==> config.mk <==
export PLATFORM = sky130hd
export DESIGN_NAME = ansi_terminal_command_formatter_top
export DESIGN_NICKNAME = d
export VERILOG_FILES = /design/src/rtl/core/atcf_pkg.sv /design/src/rtl/core/ansi_terminal_command_formatter_top.sv /design/src/rtl/core/atcf_front.sv /design/src/rtl/core/atcf_queue.sv /design/src/rtl/core/atcf_back.sv
export SDC_FILE = /design/constraint.sdc
export NUM_CORES = 1
export LEC_CHECK = 0
export BUFFER_PORTS_ARGS = -buffer_cell sky130_fd_sc_hd__buf_2
export CAP_MARGIN = 20
export CORE_MARGIN = 8
export CORE_UTILIZATION = 35
export CTS_CLUSTER_DIAMETER = 80
export DETAILED_ROUTE_END_ITERATION = 8
export PLACE_DENSITY = 0.57
export SYNTH_ARGS = -nofsm -noshare
export SYNTH_HDL_FRONTEND = slang
export SYNTH_HIERARCHICAL = 1
export SYNTH_SLANG_ARGS = --single-unit
==> constraint.sdc <==
create_clock -name clk -period 14.7 [get_ports clk]
set_input_delay 1.47 -clock clk [delete_from_list [all_inputs] [get_ports clk]]
set_output_delay 1.47 -clock clk [all_outputs]
set_load 0.005 [all_outputs]
==> src/rtl/core/atcf_pkg.sv <==
// shared types, constants and helper functions for the terminal command formatter
`timescale 1ns / 1ps
`default_nettype none

package atcf_pkg;

    localparam int SCREEN_ROWS   = 24;
    localparam int SCREEN_COLS   = 80;
    localparam int QUEUE_DEPTH   = 2;
    localparam int NSEG          = 4;

    localparam logic [4:0] ROW_MAX       = 5'(SCREEN_ROWS - 1);
    localparam logic [6:0] COL_MAX       = 7'(SCREEN_COLS - 1);
    localparam logic [6:0] PUT_COL_LIMIT = 7'd79;

    // command codes
    localparam logic [3:0] CMD_PUT     = 4'd0;
    localparam logic [3:0] CMD_SETCUR  = 4'd1;
    localparam logic [3:0] CMD_WINDOW  = 4'd2;
    localparam logic [3:0] CMD_DELROWS = 4'd3;
    localparam logic [3:0] CMD_INSROWS = 4'd4;
    localparam logic [3:0] CMD_CLEAR   = 4'd5;
    localparam logic [3:0] CMD_EOL     = 4'd6;
    localparam logic [3:0] CMD_ATTR    = 4'd7;
    localparam logic [3:0] CMD_INIT    = 4'd8;
    localparam logic [3:0] CMD_RESTORE = 4'd9;

    // segment kinds
    localparam logic [1:0] SEG_STR  = 2'd0;
    localparam logic [1:0] SEG_CHR  = 2'd1;
    localparam logic [1:0] SEG_CSI1 = 2'd2;
    localparam logic [1:0] SEG_CSI2 = 2'd3;

    // fixed escape strings
    localparam logic [7:0] STR_INV      = 8'd0;
    localparam logic [7:0] STR_NORM     = 8'd1;
    localparam logic [7:0] STR_WRAP_OFF = 8'd2;
    localparam logic [7:0] STR_WRAP_ON  = 8'd3;
    localparam logic [7:0] STR_CLEAR    = 8'd4;
    localparam logic [7:0] STR_EOL      = 8'd5;

    localparam logic [7:0] CH_ESC  = 8'h1b;
    localparam logic [7:0] CH_LB   = 8'h5b;
    localparam logic [7:0] CH_SEMI = 8'h3b;
    localparam logic [7:0] CH_ZERO = 8'h30;
    localparam logic [7:0] CH_AT   = 8'h40;
    localparam logic [7:0] CH_X    = 8'h78;
    localparam logic [7:0] CH_H    = 8'h48;
    localparam logic [7:0] CH_R    = 8'h72;
    localparam logic [7:0] CH_M    = 8'h4d;
    localparam logic [7:0] CH_L    = 8'h4c;

    typedef struct packed {
        logic [1:0] ndig;
        logic [1:0] hun;
        logic [3:0] ten;
        logic [3:0] one;
    } dec_t;

    typedef struct packed {
        logic [1:0] kind;
        logic [7:0] code;
        dec_t       num1;
        dec_t       num2;
    } seg_t;

    typedef struct packed {
        seg_t [NSEG-1:0] seg;
        logic [1:0]      last_seg;
        logic [4:0]      cursor_row;
        logic [6:0]      cursor_col;
        logic [4:0]      window_rows;
    } desc_t;

    // values handled here never exceed 256
    function automatic dec_t dec_split(input logic [8:0] v);
        dec_t        d;
        logic [8:0]  r;
        logic [14:0] p;
        logic [6:0]  t10;
        d = '0;
        if (v >= 9'd200)
        begin
            d.hun = 2'd2;
            r = v - 9'd200;
        end
        else if (v >= 9'd100)
        begin
            d.hun = 2'd1;
            r = v - 9'd100;
        end
        else
        begin
            d.hun = 2'd0;
            r = v;
        end
        // divide by ten through reciprocal multiply
        p = 15'(r[6:0]) * 15'd205;
        d.ten = p[14:11];
        t10 = 7'(d.ten) * 7'd10;
        d.one = 4'(r[6:0] - t10);
        if (v >= 9'd100)
            d.ndig = 2'd3;
        else if (v >= 9'd10)
            d.ndig = 2'd2;
        else
            d.ndig = 2'd1;
        return d;
    endfunction

    function automatic seg_t mk_seg(input logic [1:0] kind, input logic [7:0] code,
                                    input logic [8:0] n1, input logic [8:0] n2);
        seg_t s;
        s.kind = kind;
        s.code = code;
        s.num1 = dec_split(n1);
        s.num2 = dec_split(n2);
        return s;
    endfunction

    function automatic logic [2:0] str_len(input logic [7:0] id);
        logic [2:0] n;
        unique case (id) inside
            STR_WRAP_OFF, STR_WRAP_ON: n = 3'd5;
            STR_EOL:                   n = 3'd3;
            default:                   n = 3'd4;
        endcase
        return n;
    endfunction

    // bytes from index 2 on; the first two are always ESC and '['
    function automatic logic [7:0] str_byte(input logic [7:0] id, input logic [2:0] idx);
        logic [7:0] b;
        b = 8'h00;
        unique case (id)
            STR_INV:      b = (idx == 3'd2) ? 8'h37 : 8'h6d;
            STR_NORM:     b = (idx == 3'd2) ? 8'h30 : 8'h6d;
            STR_WRAP_OFF: b = (idx == 3'd2) ? 8'h3f : (idx == 3'd3) ? 8'h37 : 8'h6c;
            STR_WRAP_ON:  b = (idx == 3'd2) ? 8'h3f : (idx == 3'd3) ? 8'h37 : 8'h68;
            STR_CLEAR:    b = (idx == 3'd2) ? 8'h32 : 8'h4a;
            STR_EOL:      b = 8'h4b;
            default:      b = 8'h00;
        endcase
        return b;
    endfunction

endpackage

`default_nettype wire

==> src/rtl/core/ansi_terminal_command_formatter_top.sv <==
// top level of the terminal command formatter
// the first byte of a command passes through the descriptor queue and the output register
// throughput: one output byte per cycle while m_tready is held high; a command sends
// 1 to 22 bytes (a put character sends 1, or 5 when the video mode flips)
// commands that send nothing are accepted but put nothing in the queue
// reset: asynchronous active-low rst_n clears cursor, window, inverse flag, queue and output
`timescale 1ns / 1ps
`default_nettype none

module ansi_terminal_command_formatter_top (
    input  wire logic        clk,
    input  wire logic        rst_n,
    input  wire logic        s_tvalid,
    output logic             s_tready,
    input  wire logic [15:0] s_tdata,   // value_a [7:0], value_b [15:8]
    input  wire logic [3:0]  s_tuser,   // command [3:0]
    output logic             m_tvalid,
    input  wire logic        m_tready,
    output logic [31:0]      m_tdata,   // out_byte [7:0], cursor_row [12:8],
                                        // cursor_col [19:13], window_rows [24:20], zero
    output logic             m_tlast    // last
);

    logic            push;
    atcf_pkg::desc_t push_desc;
    logic            q_full;
    logic            head_valid;
    atcf_pkg::desc_t head_desc;
    logic            pop;
    logic [7:0]      out_byte;
    logic [4:0]      cursor_row;
    logic [6:0]      cursor_col;
    logic [4:0]      window_rows;

    atcf_front u_front (
        .clk       (clk),
        .rst_n     (rst_n),
        .in_valid  (s_tvalid),
        .command   (s_tuser),
        .value_a   (s_tdata[7:0]),
        .value_b   (s_tdata[15:8]),
        .q_full    (q_full),
        .in_ready  (s_tready),
        .push      (push),
        .push_desc (push_desc)
    );

    atcf_queue u_queue (
        .clk        (clk),
        .rst_n      (rst_n),
        .push       (push),
        .push_desc  (push_desc),
        .pop        (pop),
        .full       (q_full),
        .head_valid (head_valid),
        .head_desc  (head_desc)
    );

    atcf_back u_back (
        .clk         (clk),
        .rst_n       (rst_n),
        .head_valid  (head_valid),
        .head_desc   (head_desc),
        .pop         (pop),
        .out_valid   (m_tvalid),
        .out_ready   (m_tready),
        .out_byte    (out_byte),
        .out_last    (m_tlast),
        .cursor_row  (cursor_row),
        .cursor_col  (cursor_col),
        .window_rows (window_rows)
    );

    assign m_tdata = {7'd0, window_rows, cursor_col, cursor_row, out_byte};

endmodule

`default_nettype wire

==> src/rtl/core/atcf_front.sv <==
// front end: accepts commands, tracks terminal state and builds output descriptors
`timescale 1ns / 1ps
`default_nettype none

module atcf_front (
    input  wire logic          clk,
    input  wire logic          rst_n,
    input  wire logic          in_valid,
    input  wire logic [3:0]    command,
    input  wire logic [7:0]    value_a,
    input  wire logic [7:0]    value_b,
    input  wire logic          q_full,
    output logic               in_ready,
    output logic               push,
    output atcf_pkg::desc_t    push_desc
);

    logic [4:0] row_reg, row_next;
    logic [6:0] col_reg, col_next;
    logic [7:0] wbot_reg, wbot_next;
    logic [4:0] wsize_reg, wsize_next;
    logic       inv_reg, inv_next;

    logic       emit;
    logic       accept;
    logic [8:0] wsz9;
    logic [4:0] wsz;
    logic [6:0] cur_x;
    logic [4:0] cur_y;
    logic [8:0] wb9;
    logic [8:0] lim;
    logic [8:0] nrows;
    logic       ctrl_char;
    logic [7:0] shown;

    assign in_ready = !q_full;
    assign accept   = in_valid && in_ready;
    assign push     = accept && emit;

    always_comb
    begin
        // window size, saturated at both ends
        wsz9 = {1'b0, value_b} - {1'b0, value_a} + 9'd1;
        if (value_b < value_a)
            wsz = 5'd0;
        else if (wsz9 > 9'd31)
            wsz = 5'd31;
        else
            wsz = wsz9[4:0];

        cur_x = (value_a > 8'(atcf_pkg::COL_MAX)) ? atcf_pkg::COL_MAX : value_a[6:0];
        cur_y = (value_b > 8'(atcf_pkg::ROW_MAX)) ? atcf_pkg::ROW_MAX : value_b[4:0];

        wb9 = {1'b0, wbot_reg} + 9'd1;
        lim = (wb9 >= {4'd0, row_reg}) ? (wb9 - {4'd0, row_reg}) : 9'd0;
        nrows = ({1'b0, value_a} > lim) ? lim : {1'b0, value_a};

        ctrl_char = (value_a < 8'd32) || (value_a >= 8'd127);
        shown = (value_a < 8'd32) ? (value_a + atcf_pkg::CH_AT) : atcf_pkg::CH_X;
    end

    always_comb
    begin
        row_next   = row_reg;
        col_next   = col_reg;
        wbot_next  = wbot_reg;
        wsize_next = wsize_reg;
        inv_next   = inv_reg;
        emit       = 1'b0;
        push_desc  = '0;

        unique case (command) inside
            atcf_pkg::CMD_PUT:
            begin
                if (col_reg < atcf_pkg::PUT_COL_LIMIT)
                begin
                    emit = 1'b1;
                    col_next = col_reg + 7'd1;
                    if (ctrl_char)
                    begin
                        inv_next = 1'b1;
                        if (!inv_reg)
                        begin
                            push_desc.seg[0] = atcf_pkg::mk_seg(atcf_pkg::SEG_STR,
                                atcf_pkg::STR_INV, 9'd0, 9'd0);
                            push_desc.seg[1] = atcf_pkg::mk_seg(atcf_pkg::SEG_CHR, shown,
                                9'd0, 9'd0);
                            push_desc.last_seg = 2'd1;
                        end
                        else
                        begin
                            push_desc.seg[0] = atcf_pkg::mk_seg(atcf_pkg::SEG_CHR, shown,
                                9'd0, 9'd0);
                        end
                    end
                    else
                    begin
                        inv_next = 1'b0;
                        if (inv_reg)
                        begin
                            push_desc.seg[0] = atcf_pkg::mk_seg(atcf_pkg::SEG_STR,
                                atcf_pkg::STR_NORM, 9'd0, 9'd0);
                            push_desc.seg[1] = atcf_pkg::mk_seg(atcf_pkg::SEG_CHR, value_a,
                                9'd0, 9'd0);
                            push_desc.last_seg = 2'd1;
                        end
                        else
                        begin
                            push_desc.seg[0] = atcf_pkg::mk_seg(atcf_pkg::SEG_CHR, value_a,
                                9'd0, 9'd0);
                        end
                    end
                end
            end
            atcf_pkg::CMD_SETCUR:
            begin
                emit = 1'b1;
                push_desc.seg[0] = atcf_pkg::mk_seg(atcf_pkg::SEG_CSI2, atcf_pkg::CH_H,
                    {4'd0, cur_y} + 9'd1, {2'd0, cur_x} + 9'd1);
                row_next = cur_y;
                col_next = cur_x;
            end
            atcf_pkg::CMD_WINDOW:
            begin
                emit = 1'b1;
                push_desc.seg[0] = atcf_pkg::mk_seg(atcf_pkg::SEG_CSI2, atcf_pkg::CH_R,
                    {1'b0, value_a} + 9'd1, {1'b0, value_b} + 9'd1);
                row_next   = 5'd0;
                col_next   = 7'd0;
                wbot_next  = value_b;
                wsize_next = wsz;
            end
            atcf_pkg::CMD_DELROWS, atcf_pkg::CMD_INSROWS:
            begin
                emit = 1'b1;
                push_desc.seg[0] = atcf_pkg::mk_seg(atcf_pkg::SEG_CSI1,
                    (command == atcf_pkg::CMD_DELROWS) ? atcf_pkg::CH_M : atcf_pkg::CH_L,
                    nrows, 9'd0);
                col_next = 7'd0;
            end
            atcf_pkg::CMD_CLEAR:
            begin
                emit = 1'b1;
                push_desc.seg[0] = atcf_pkg::mk_seg(atcf_pkg::SEG_STR, atcf_pkg::STR_CLEAR,
                    9'd0, 9'd0);
                row_next = 5'd0;
                col_next = 7'd0;
            end
            atcf_pkg::CMD_EOL:
            begin
                emit = 1'b1;
                push_desc.seg[0] = atcf_pkg::mk_seg(atcf_pkg::SEG_STR, atcf_pkg::STR_EOL,
                    9'd0, 9'd0);
            end
            atcf_pkg::CMD_ATTR:
            begin
                // attribute codes above one send nothing
                if (value_a == 8'd0 || value_a == 8'd1)
                begin
                    emit = 1'b1;
                    push_desc.seg[0] = atcf_pkg::mk_seg(atcf_pkg::SEG_STR,
                        (value_a == 8'd0) ? atcf_pkg::STR_NORM : atcf_pkg::STR_INV,
                        9'd0, 9'd0);
                end
            end
            atcf_pkg::CMD_INIT:
            begin
                emit = 1'b1;
                push_desc.seg[0] = atcf_pkg::mk_seg(atcf_pkg::SEG_STR,
                    atcf_pkg::STR_WRAP_OFF, 9'd0, 9'd0);
                push_desc.seg[1] = atcf_pkg::mk_seg(atcf_pkg::SEG_STR,
                    atcf_pkg::STR_CLEAR, 9'd0, 9'd0);
                push_desc.seg[2] = atcf_pkg::mk_seg(atcf_pkg::SEG_CSI2, atcf_pkg::CH_R,
                    9'd1, 9'(atcf_pkg::SCREEN_ROWS - 1));
                push_desc.last_seg = 2'd2;
                row_next   = 5'd0;
                col_next   = 7'd0;
                wbot_next  = 8'(atcf_pkg::SCREEN_ROWS - 2);
                wsize_next = 5'(atcf_pkg::SCREEN_ROWS - 1);
            end
            atcf_pkg::CMD_RESTORE:
            begin
                emit = 1'b1;
                push_desc.seg[0] = atcf_pkg::mk_seg(atcf_pkg::SEG_CSI2, atcf_pkg::CH_R,
                    9'd1, 9'(atcf_pkg::SCREEN_ROWS));
                push_desc.seg[1] = atcf_pkg::mk_seg(atcf_pkg::SEG_CSI2, atcf_pkg::CH_H,
                    9'(atcf_pkg::SCREEN_ROWS), 9'd1);
                push_desc.seg[2] = atcf_pkg::mk_seg(atcf_pkg::SEG_STR,
                    atcf_pkg::STR_EOL, 9'd0, 9'd0);
                push_desc.seg[3] = atcf_pkg::mk_seg(atcf_pkg::SEG_STR,
                    atcf_pkg::STR_WRAP_ON, 9'd0, 9'd0);
                push_desc.last_seg = 2'd3;
                row_next   = atcf_pkg::ROW_MAX;
                col_next   = 7'd0;
                wbot_next  = 8'(atcf_pkg::SCREEN_ROWS - 1);
                wsize_next = 5'(atcf_pkg::SCREEN_ROWS);
            end
            default:
            begin
                emit = 1'b0;
            end
        endcase

        push_desc.cursor_row  = row_next;
        push_desc.cursor_col  = col_next;
        push_desc.window_rows = wsize_next;
    end

    always_ff @(posedge clk or negedge rst_n)
    begin
        if (!rst_n)
        begin
            row_reg   <= 5'd0;
            col_reg   <= 7'd0;
            wbot_reg  <= 8'd0;
            wsize_reg <= 5'd0;
            inv_reg   <= 1'b0;
        end
        else if (accept)
        begin
            row_reg   <= row_next;
            col_reg   <= col_next;
            wbot_reg  <= wbot_next;
            wsize_reg <= wsize_next;
            inv_reg   <= inv_next;
        end
    end

endmodule

`default_nettype wire

==> src/rtl/core/atcf_queue.sv <==
// short descriptor queue between the front end and the byte sequencer
`timescale 1ns / 1ps
`default_nettype none

module atcf_queue (
    input  wire logic          clk,
    input  wire logic          rst_n,
    input  wire logic          push,
    input  wire atcf_pkg::desc_t push_desc,
    input  wire logic          pop,
    output logic               full,
    output logic               head_valid,
    output atcf_pkg::desc_t    head_desc
);

    localparam int PW = (atcf_pkg::QUEUE_DEPTH > 1) ? $clog2(atcf_pkg::QUEUE_DEPTH) : 1;
    localparam int CW = $clog2(atcf_pkg::QUEUE_DEPTH + 1);
    localparam logic [PW-1:0] LAST_PTR = PW'(atcf_pkg::QUEUE_DEPTH - 1);

    atcf_pkg::desc_t entry_reg [atcf_pkg::QUEUE_DEPTH];

    logic [PW-1:0] wr_ptr_reg, wr_ptr_next;
    logic [PW-1:0] rd_ptr_reg, rd_ptr_next;
    logic [CW-1:0] count_reg, count_next;
    logic          do_pop;

    assign full       = (count_reg == CW'(atcf_pkg::QUEUE_DEPTH));
    assign head_valid = (count_reg != '0);
    assign head_desc  = entry_reg[rd_ptr_reg];
    assign do_pop     = pop && head_valid;

    always_comb
    begin
        wr_ptr_next = wr_ptr_reg;
        rd_ptr_next = rd_ptr_reg;
        count_next  = count_reg;
        if (push)
            wr_ptr_next = (wr_ptr_reg == LAST_PTR) ? '0 : wr_ptr_reg + PW'(1);
        if (do_pop)
            rd_ptr_next = (rd_ptr_reg == LAST_PTR) ? '0 : rd_ptr_reg + PW'(1);
        if (push && !do_pop)
            count_next = count_reg + CW'(1);
        else if (do_pop && !push)
            count_next = count_reg - CW'(1);
    end

    always_ff @(posedge clk)
    begin
        if (push)
            entry_reg[wr_ptr_reg] <= push_desc;
    end

    always_ff @(posedge clk or negedge rst_n)
    begin
        if (!rst_n)
        begin
            wr_ptr_reg <= '0;
            rd_ptr_reg <= '0;
            count_reg  <= '0;
        end
        else
        begin
            wr_ptr_reg <= wr_ptr_next;
            rd_ptr_reg <= rd_ptr_next;
            count_reg  <= count_next;
        end
    end

endmodule

`default_nettype wire

==> src/rtl/core/atcf_back.sv <==
// back end: walks the head descriptor and sends one byte per cycle while the output is not stalled
`timescale 1ns / 1ps
`default_nettype none

module atcf_back (
    input  wire logic          clk,
    input  wire logic          rst_n,
    input  wire logic          head_valid,
    input  wire atcf_pkg::desc_t head_desc,
    output logic               pop,
    output logic               out_valid,
    input  wire logic          out_ready,
    output logic [7:0]         out_byte,
    output logic               out_last,
    output logic [4:0]         cursor_row,
    output logic [6:0]         cursor_col,
    output logic [4:0]         window_rows
);

    localparam logic [3:0] PH_ESC  = 4'd0;
    localparam logic [3:0] PH_LB   = 4'd1;
    localparam logic [3:0] PH_STR  = 4'd2;
    localparam logic [3:0] PH_N1H  = 4'd3;
    localparam logic [3:0] PH_N1T  = 4'd4;
    localparam logic [3:0] PH_N1O  = 4'd5;
    localparam logic [3:0] PH_SEMI = 4'd6;
    localparam logic [3:0] PH_N2H  = 4'd7;
    localparam logic [3:0] PH_N2T  = 4'd8;
    localparam logic [3:0] PH_N2O  = 4'd9;
    localparam logic [3:0] PH_FIN  = 4'd10;

    logic [3:0] phase_reg, phase_next;
    logic [1:0] seg_idx_reg, seg_idx_next;
    logic [2:0] sidx_reg, sidx_next;
    logic       out_valid_reg, out_valid_next;
    logic [7:0] byte_reg, byte_next;
    logic       last_reg, last_next;
    logic [4:0] row_reg, row_next;
    logic [6:0] col_reg, col_next;
    logic [4:0] ws_reg, ws_next;

    atcf_pkg::seg_t cur;
    logic           step;
    logic           end_seg;
    logic           is_last;
    logic [7:0]     cur_byte;
    logic [3:0]     adv;
    logic [3:0]     n1_first;
    logic [3:0]     n2_first;

    assign cur  = head_desc.seg[seg_idx_reg];
    // output register free or being drained
    assign step = head_valid && (!out_valid_reg || out_ready);

    always_comb
    begin
        n1_first = (cur.num1.ndig == 2'd3) ? PH_N1H :
                   (cur.num1.ndig == 2'd2) ? PH_N1T : PH_N1O;
        n2_first = (cur.num2.ndig == 2'd3) ? PH_N2H :
                   (cur.num2.ndig == 2'd2) ? PH_N2T : PH_N2O;
        cur_byte = 8'h00;
        end_seg  = 1'b0;
        adv      = phase_reg;
        sidx_next = sidx_reg;

        unique case (phase_reg)
            PH_ESC:
            begin
                if (cur.kind == atcf_pkg::SEG_CHR)
                begin
                    cur_byte = cur.code;
                    end_seg  = 1'b1;
                end
                else
                begin
                    cur_byte = atcf_pkg::CH_ESC;
                end
                adv = PH_LB;
            end
            PH_LB:
            begin
                cur_byte = atcf_pkg::CH_LB;
                if (cur.kind == atcf_pkg::SEG_STR)
                begin
                    adv = PH_STR;
                    sidx_next = 3'd2;
                end
                else
                begin
                    adv = n1_first;
                end
            end
            PH_STR:
            begin
                cur_byte = atcf_pkg::str_byte(cur.code, sidx_reg);
                end_seg  = (sidx_reg == atcf_pkg::str_len(cur.code) - 3'd1);
                sidx_next = sidx_reg + 3'd1;
            end
            PH_N1H:
            begin
                cur_byte = atcf_pkg::CH_ZERO + {6'd0, cur.num1.hun};
                adv = PH_N1T;
            end
            PH_N1T:
            begin
                cur_byte = atcf_pkg::CH_ZERO + {4'd0, cur.num1.ten};
                adv = PH_N1O;
            end
            PH_N1O:
            begin
                cur_byte = atcf_pkg::CH_ZERO + {4'd0, cur.num1.one};
                adv = (cur.kind == atcf_pkg::SEG_CSI2) ? PH_SEMI : PH_FIN;
            end
            PH_SEMI:
            begin
                cur_byte = atcf_pkg::CH_SEMI;
                adv = n2_first;
            end
            PH_N2H:
            begin
                cur_byte = atcf_pkg::CH_ZERO + {6'd0, cur.num2.hun};
                adv = PH_N2T;
            end
            PH_N2T:
            begin
                cur_byte = atcf_pkg::CH_ZERO + {4'd0, cur.num2.ten};
                adv = PH_N2O;
            end
            PH_N2O:
            begin
                cur_byte = atcf_pkg::CH_ZERO + {4'd0, cur.num2.one};
                adv = PH_FIN;
            end
            PH_FIN:
            begin
                cur_byte = cur.code;
                end_seg  = 1'b1;
            end
            default:
            begin
                end_seg = 1'b1;
            end
        endcase

        is_last = end_seg && (seg_idx_reg == head_desc.last_seg);
        pop     = step && is_last;

        phase_next   = phase_reg;
        seg_idx_next = seg_idx_reg;
        if (step)
        begin
            if (end_seg)
            begin
                phase_next   = PH_ESC;
                seg_idx_next = is_last ? 2'd0 : seg_idx_reg + 2'd1;
            end
            else
            begin
                phase_next = adv;
            end
        end
        if (!step)
            sidx_next = sidx_reg;

        out_valid_next = out_valid_reg;
        byte_next      = byte_reg;
        last_next      = last_reg;
        row_next       = row_reg;
        col_next       = col_reg;
        ws_next        = ws_reg;
        if (step)
        begin
            out_valid_next = 1'b1;
            byte_next      = cur_byte;
            last_next      = is_last;
            row_next       = head_desc.cursor_row;
            col_next       = head_desc.cursor_col;
            ws_next        = head_desc.window_rows;
        end
        else if (out_ready)
        begin
            out_valid_next = 1'b0;
        end
    end

    always_ff @(posedge clk or negedge rst_n)
    begin
        if (!rst_n)
        begin
            phase_reg     <= PH_ESC;
            seg_idx_reg   <= 2'd0;
            sidx_reg      <= 3'd0;
            out_valid_reg <= 1'b0;
        end
        else
        begin
            phase_reg     <= phase_next;
            seg_idx_reg   <= seg_idx_next;
            sidx_reg      <= sidx_next;
            out_valid_reg <= out_valid_next;
        end
    end

    always_ff @(posedge clk)
    begin
        byte_reg <= byte_next;
        last_reg <= last_next;
        row_reg  <= row_next;
        col_reg  <= col_next;
        ws_reg   <= ws_next;
    end

    assign out_valid   = out_valid_reg;
    assign out_byte    = byte_reg;
    assign out_last    = last_reg;
    assign cursor_row  = row_reg;
    assign cursor_col  = col_reg;
    assign window_rows = ws_reg;

endmodule

`default_nettype wire

==> metrics.md, run 1 <==
| Metric | Value |
|---|---|
| Status | finished, final reports clean |
| Overflow after GRT | 0 |
| Synth Register Bits | 376 |
| Synthesized area per cell | 12.1 um2 |
| Worst slew pin tran | 1.02 ns |
| Hold_buf cts | 0 |
| Post-synthesis cell area | 0.0250 mm2 |
| Port buffer count | 51 |
| Area of the multi-input gates | 0.0124 mm2 |
| Placer Congestion | 0.880 |
| Share of cells above drive strength 1 | 0.184 |
| Core area | 0.0711 mm2 |
| Site Rows | 98 |
| Post-synth top area share | 0.403 |
| R2r startpoint | u_front/wbot_reg[0] |
| R2r endpoint | u_queue/entry_reg[0][34] |
| Die extent in x | 283 um |
| Number of flops mapped to enable cells by yosys | 336 |
| Post-Route WL | 59.6 mm |
| Reg2Reg Setup Slack | 2.87 ns |
| Synth async-reset ratio | 0.106 |
| Most common cell in the netlist | edfxtp_1 |
| Skew-Pair Late Insertion Delay | 0.57 ns |
| Slowest CP cell | o41ai_2 |
| Maximum clock insertion buffer count | 3 |
| WL/cell | 19.4 um |
| Worst-path maximum fanout | 22 |
| CTS tree | yes |
| Root Buffer | clkbuf_16 |
| Register area | 0.0111 mm2 |
| Routed Antenna Nets | 0 |
| Tcrit/Tclk final | 0.805 |
| Crit. Startpoint | u_front/wbot_reg[0] |
| First-pass GRT wire length | 93.8 mm |
| Largest register FFs | 310 |
| CTS sink cnt | 376 |
| Critical path capture point | u_queue/entry_reg[0][34] |
| Top cells by area, synth | edfxtp_1 40%, ha_1 12%, mux2_2 7.4%, dfrtp_1 4.0%, fa_1 3.8% |
| Number of max-cap violations | 0 |
| Area growth syn-to-layout | 7.73% |
| Hold path cells | 1 |
| Critical Setup Path Class | reg -> reg |
| Number of global-route vias before repair | 16400 |
| CTS clk-pin slew, worst paths | 0.06 ns |
| 1st-pass router iterations | 5 |
| Filler cells | 6885 |
| Final setup violation count | 0 |
| Slew margin rel. | 0.320 |
| Worst Path Arrival | 12.09 ns |
| Die Ht | 283 um |
| Cell taking the most area after synthesis | edfxtp_1 |
| RSZ-0062 raised after global routing | false |
| Io pins | 59 |
| Final Hold Vio Count | 0 |
| Hold Path Class | reg -> reg |
| Cell mode on critical path | ha_1 |
| Final Max Tran Viols | 0 |
| Via-per-instance ratio | 5.18 |
| Syn. warnings | 6 |
| Die footprint | 0.0803 mm2 |
| Startpoint types | flop |
| Synth Flop Type | edfxtp_1 |
| Largest stage delay on the critical path | 0.90 ns |
| Post-layout min period | 11.83 ns |
| Maximum number of pins on one net before global-route repair | 72 |
| Max Fclk | 84.5 MHz |
| Setup repair bufs after CTS | 0 |
| CTS buffer count | 41 |
| Crit end category | flop |
| Sequential share of the synthesized area | 0.443 |
| Final setup skew | 0.0279 ns |
| Synth Instances | 2073 |
| Antenna violations before repair | 3 |
| Final setup TNS | 0 ns |
| Nets | 2408 |
| Final HPWL DP | 44.0 mm |
| Yosys cell types | 118 |
| Most instantiated cells after synthesis | 336 x edfxtp_1, 249 x ha_1, 165 x mux2_2, 152 x inv_1, 143 x nand2_1 |
| Effective utilization at floorplan | 0.352 |
| 1st-iter DRT viols | 1296 |
| Via Count | 15900 |
| Post-cts resize count | 0 |
| Reg2Reg Depth | 46 |
| DRC errors left | 0 |
| Req. time, crit path | 14.96 ns |
| Total track usage | 0.145 |
| H-tree depth | 2 |
routing by layer:
| layer | share of wire | global-route usage | up-vias |
|---|---|---|---|
| met5 | 0.00018 | 0 | - |
| met4 | 0.017 | 0.0346 | 2 |
| met3 | 0.058 | 0.0262 | 75 |
| met2 | 0.47 | 0.238 | 421 |
| met1 | 0.46 | 0.199 | 7959 |
| li1 | - | - | 7450 |
kinds of logic (layout without fill, tap and decap cells):
| family | after synthesis | in the layout | synth area share |
|---|---|---|---|
| flip-flops | 376 | 376 | 0.443 |
| AND/OR/NAND/NOR | 446 | 446 | 0.0884 |
| adder cells (fa/ha/maj) | 297 | 297 | 0.162 |
| multiplexers | 214 | 214 | 0.112 |
| AO/OA/AOI/OAI | 330 | 330 | 0.0921 |
| buffers and inverters | 328 | 299 | 0.0720 |
| XOR/XNOR | 79 | 79 | 0.0296 |
| other | 3 | 80 | 0.000450 |
worst min path at each step:
stage | startpoint | to | slack (ns)
floorplan | u_queue/count_reg[1] | u_queue/count_reg[1] | 0.45
global placement | u_front/wsize_reg[3] | u_front/wsize_reg[3] | 0.46
detailed placement | u_queue/count_reg[1] | u_queue/count_reg[1] | 0.47
CTS | u_queue/count_reg[1] | u_queue/count_reg[1] | 0.48
global route | u_queue/count_reg[1] | u_queue/count_reg[1] | 0.51
finish | u_queue/count_reg[1] | u_queue/count_reg[1] | 0.48
final cells by class:
cell class / count / share of cell area
Sequential cell: 376 / 0.411
Timing Repair Buffer: 67 / 0.0139
Antenna cell: 2 / 0.000186
Clock buffer: 56 / 0.0412
Multi-Input combinational cell: 1444 / 0.461
Tap cell: 950 / 0.0441
Inverter: 158 / 0.0220
Clock inverter: 18 / 0.00598
cells in the final DEF (no fill, tap or decap), types with 18 or more instances in the layout:
cell	n
ha_1	249
nand3_1	25
edfxtp_1	336
nor3_1	35
nand2b_1	21
mux4_2	33
clkbuf_16	41
nand2_1	143
xor2_1	18
fa_1	47
conb_1	78
inv_1	152
a21o_1	19
xnor2_1	57
a21oi_1	63
dfrtp_1	37
buf_2	51
o21ai_0	80
mux2_2	165
nor2_1	101
worst max-delay path, delay by kind of cell (launching register included):
kind	cells	cell delay (ns)
compound gates	12	3.42
xor+xnor	5	1.16
fa+ha+maj	11	3.62
buf+inv	5	0.60
flops	1	0.42
mux	1	0.63
simple gates	12	1.70
stage by stage:
stage | utilization | std cells | area, um2 | setup slack [ns] | hold slack [ns]
after floorplan | - | 2148 | 25300 | 4.09 | 0.447
after global placement | 0.361 | 2995 | 25700 | 3.42 | 0.461
after detailed placement | 0.361 | 2995 | 25700 | 3.01 | 0.467
after CTS | 0.379 | 3069 | 27000 | 2.97 | 0.484
after global routing | 0.379 | 3071 | 27000 | 2.21 | 0.508
final | 0.379 | 3071 | 27000 | 2.87 | 0.480
Power of run 1 is left out: the tool's default activity adds up to more than one toggle a clock period on the data nets, which glitch-free logic cannot reach.
==> inputs of run 2 (changes only) <==
Settings changed: PLACE_DENSITY 0.57 to 0.58.
Clock period 14.7 ns to 10.86 ns, I/O delays scaled along.
==> metrics.md, run 2 (synthesis gave the netlist of run 1 again) <==
| Metric | Value |
|---|---|
| Total track usage | 0.144 |
| Final HPWL DP | 43.3 mm |
| Final Hold Vio Count | 0 |
| CTS clk-pin slew, worst paths | 0.06 ns |
| Setup WS pre-CTS | -0.126 ns |
| Site Rows | 98 |
| Hold path cells | 2 |
| Final setup skew | 0.0130 ns |
| Overflow after GRT | 0 |
| First-pass GRT wire length | 92.8 mm |
| Filler cells | 6884 |
| Placer Congestion | 0.887 |
| Post-placement cell count | 3007 |
| Fin area | 0.0274 mm2 |
| Max Fclk | 96.6 MHz |
| CTS tree | yes |
| Routed Antenna Nets | 0 |
| Area of the multi-input gates | 0.0126 mm2 |
| Post-layout util | 0.385 |
| Req. time, crit path | 11.12 ns |
| Die Ht | 283 um |
| Post-layout min period | 10.35 ns |
| Register area | 0.0111 mm2 |
| Skew-Pair Late Insertion Delay | 0.56 ns |
| H-tree depth | 2 |
| Hold Path Class | reg -> reg |
| Share of cells above drive strength 1 | 0.201 |
| DRC errors left | 0 |
| Largest stage delay on the critical path | 0.51 ns |
| Final setup violation count | 0 |
| Effective utilization at floorplan | 0.352 |
| Reg2Reg Setup Slack | 0.51 ns |
| Maximum clock insertion buffer count | 3 |
| Io pins | 59 |
| WL/cell | 19.2 um |
| Cell mode on critical path | ha_1 |
| Status | finished, final reports clean |
| Port buffer count | 51 |
| Worst Path Arrival | 10.61 ns |
| Antenna violations before repair | 0 |
| Worst-path maximum fanout | 6 |
| Slew margin rel. | 0.299 |
| Die extent in x | 283 um |
| Largest register FFs | 310 |
| Final setup margin | 0.512 ns |
| Nets | 2436 |
| Die footprint | 0.0803 mm2 |
| 1st-pass router iterations | 6 |
| Via-per-instance ratio | 5.13 |
| Core area | 0.0711 mm2 |
| Tcrit/Tclk final | 0.953 |
| Crit end category | flop |
| Root Buffer | clkbuf_16 |
| Diode count | 0 |
| Slowest CP cell | fa_1 |
| Final Max Tran Viols | 0 |
| Number of global-route vias before repair | 16200 |
| CTS sink cnt | 376 |
| Post-Route WL | 59.4 mm |
| Maximum number of pins on one net before global-route repair | 141 |
| Worst slew pin tran | 1.05 ns |
| Number of max-cap violations | 0 |
| Commonest non-fill, non-tap cell in the layout | edfxtp_1 |
| Non-filler cells, final | 3095 |
| Placed Area | 0.0258 mm2 |
| CTS buffer count | 41 |
| Critical Setup Path Class | reg -> reg |
| 1st-iter DRT viols | 1224 |
| Area growth syn-to-layout | 9.29% |
| Reg2Reg Depth | 47 |
| Most frequent cells in the layout | 336 x edfxtp_1, 247 x ha_1, 164 x mux2_2 |
| Via Count | 15900 |
| Startpoint types | flop |
-- run 2: cell types whose count changed in the layout (fill, tap and decap cells not counted), moves of 3 or more --
| cell | delta |
|---|---|
| buf_4 | +25 |
| bufinv_16 | +3 |
| clkinv_1 | -4 |
| clkinv_2 | -4 |
| o21ai_0 | -3 |
-- run 2: worst max-delay path: cells and delay by family (launching register included) --
kind / cells / cell delay [ns]
adder cells (fa/ha/maj): 11 / 3.52
AO/OA/AOI/OAI: 12 / 2.60
AND/OR/NAND/NOR: 13 / 1.79
XOR/XNOR: 5 / 0.91
multiplexers: 2 / 0.55
flip-flops: 1 / 0.43
buffers and inverters: 4 / 0.24
-- run 2: repair_timing --
item                                   4_1_cts  5_1_grt
gates resized for setup                      2       23
buffers inserted                             2       13
hold buffers                                 0        0
endpoints found under the hold margin        0        0
pin swaps                                    0        6
setup endpoints to repair                    2        8
cloned                                       0        1
-- run 2: stage by stage --
stage / TNS, ns / hold WS, ns
after floorplan: 0 / 0.447
after global placement: 0 / 0.461
after detailed placement: -0.253 / 0.471
after CTS: 0 / 0.485
after global routing: -0.176 / 0.521
final: 0 / 0.482
-- run 2: worst paths after layout --
| kind | start | end |
|---|---|---|
| max | u_front/wbot_reg[0] | u_queue/entry_reg[0][34] |
| min | u_front/wsize_reg[3] | u_front/wsize_reg[3] |
| max reg2reg | u_front/wbot_reg[0] | u_queue/entry_reg[0][34] |
| min reg2reg | u_front/wsize_reg[3] | u_front/wsize_reg[3] |
| max in group asynchronous | rst_n | u_queue/rd_ptr_reg |
| min in group asynchronous | rst_n | u_queue/wr_ptr_reg |
-- run 2: routing by layer --
layer  track usage  up-vias  wire, um
met5             0        -         0
met4        0.0338        0      1080
met3        0.0223       78      3210
met2         0.234      394     27600
met1         0.200     7903     27500
li1              -     7513         -
-- run 2: area by class of cell --
type	count	share of cell area
Clock inverter	14	0.00704
Inverter	158	0.0217
Tap cell	950	0.0434
Multi-Input combinational cell	1444	0.459
Sequential cell	376	0.406
Clock buffer	58	0.0413
Timing Repair Buffer	95	0.0219
Power of run 2 is left out for the same reason.
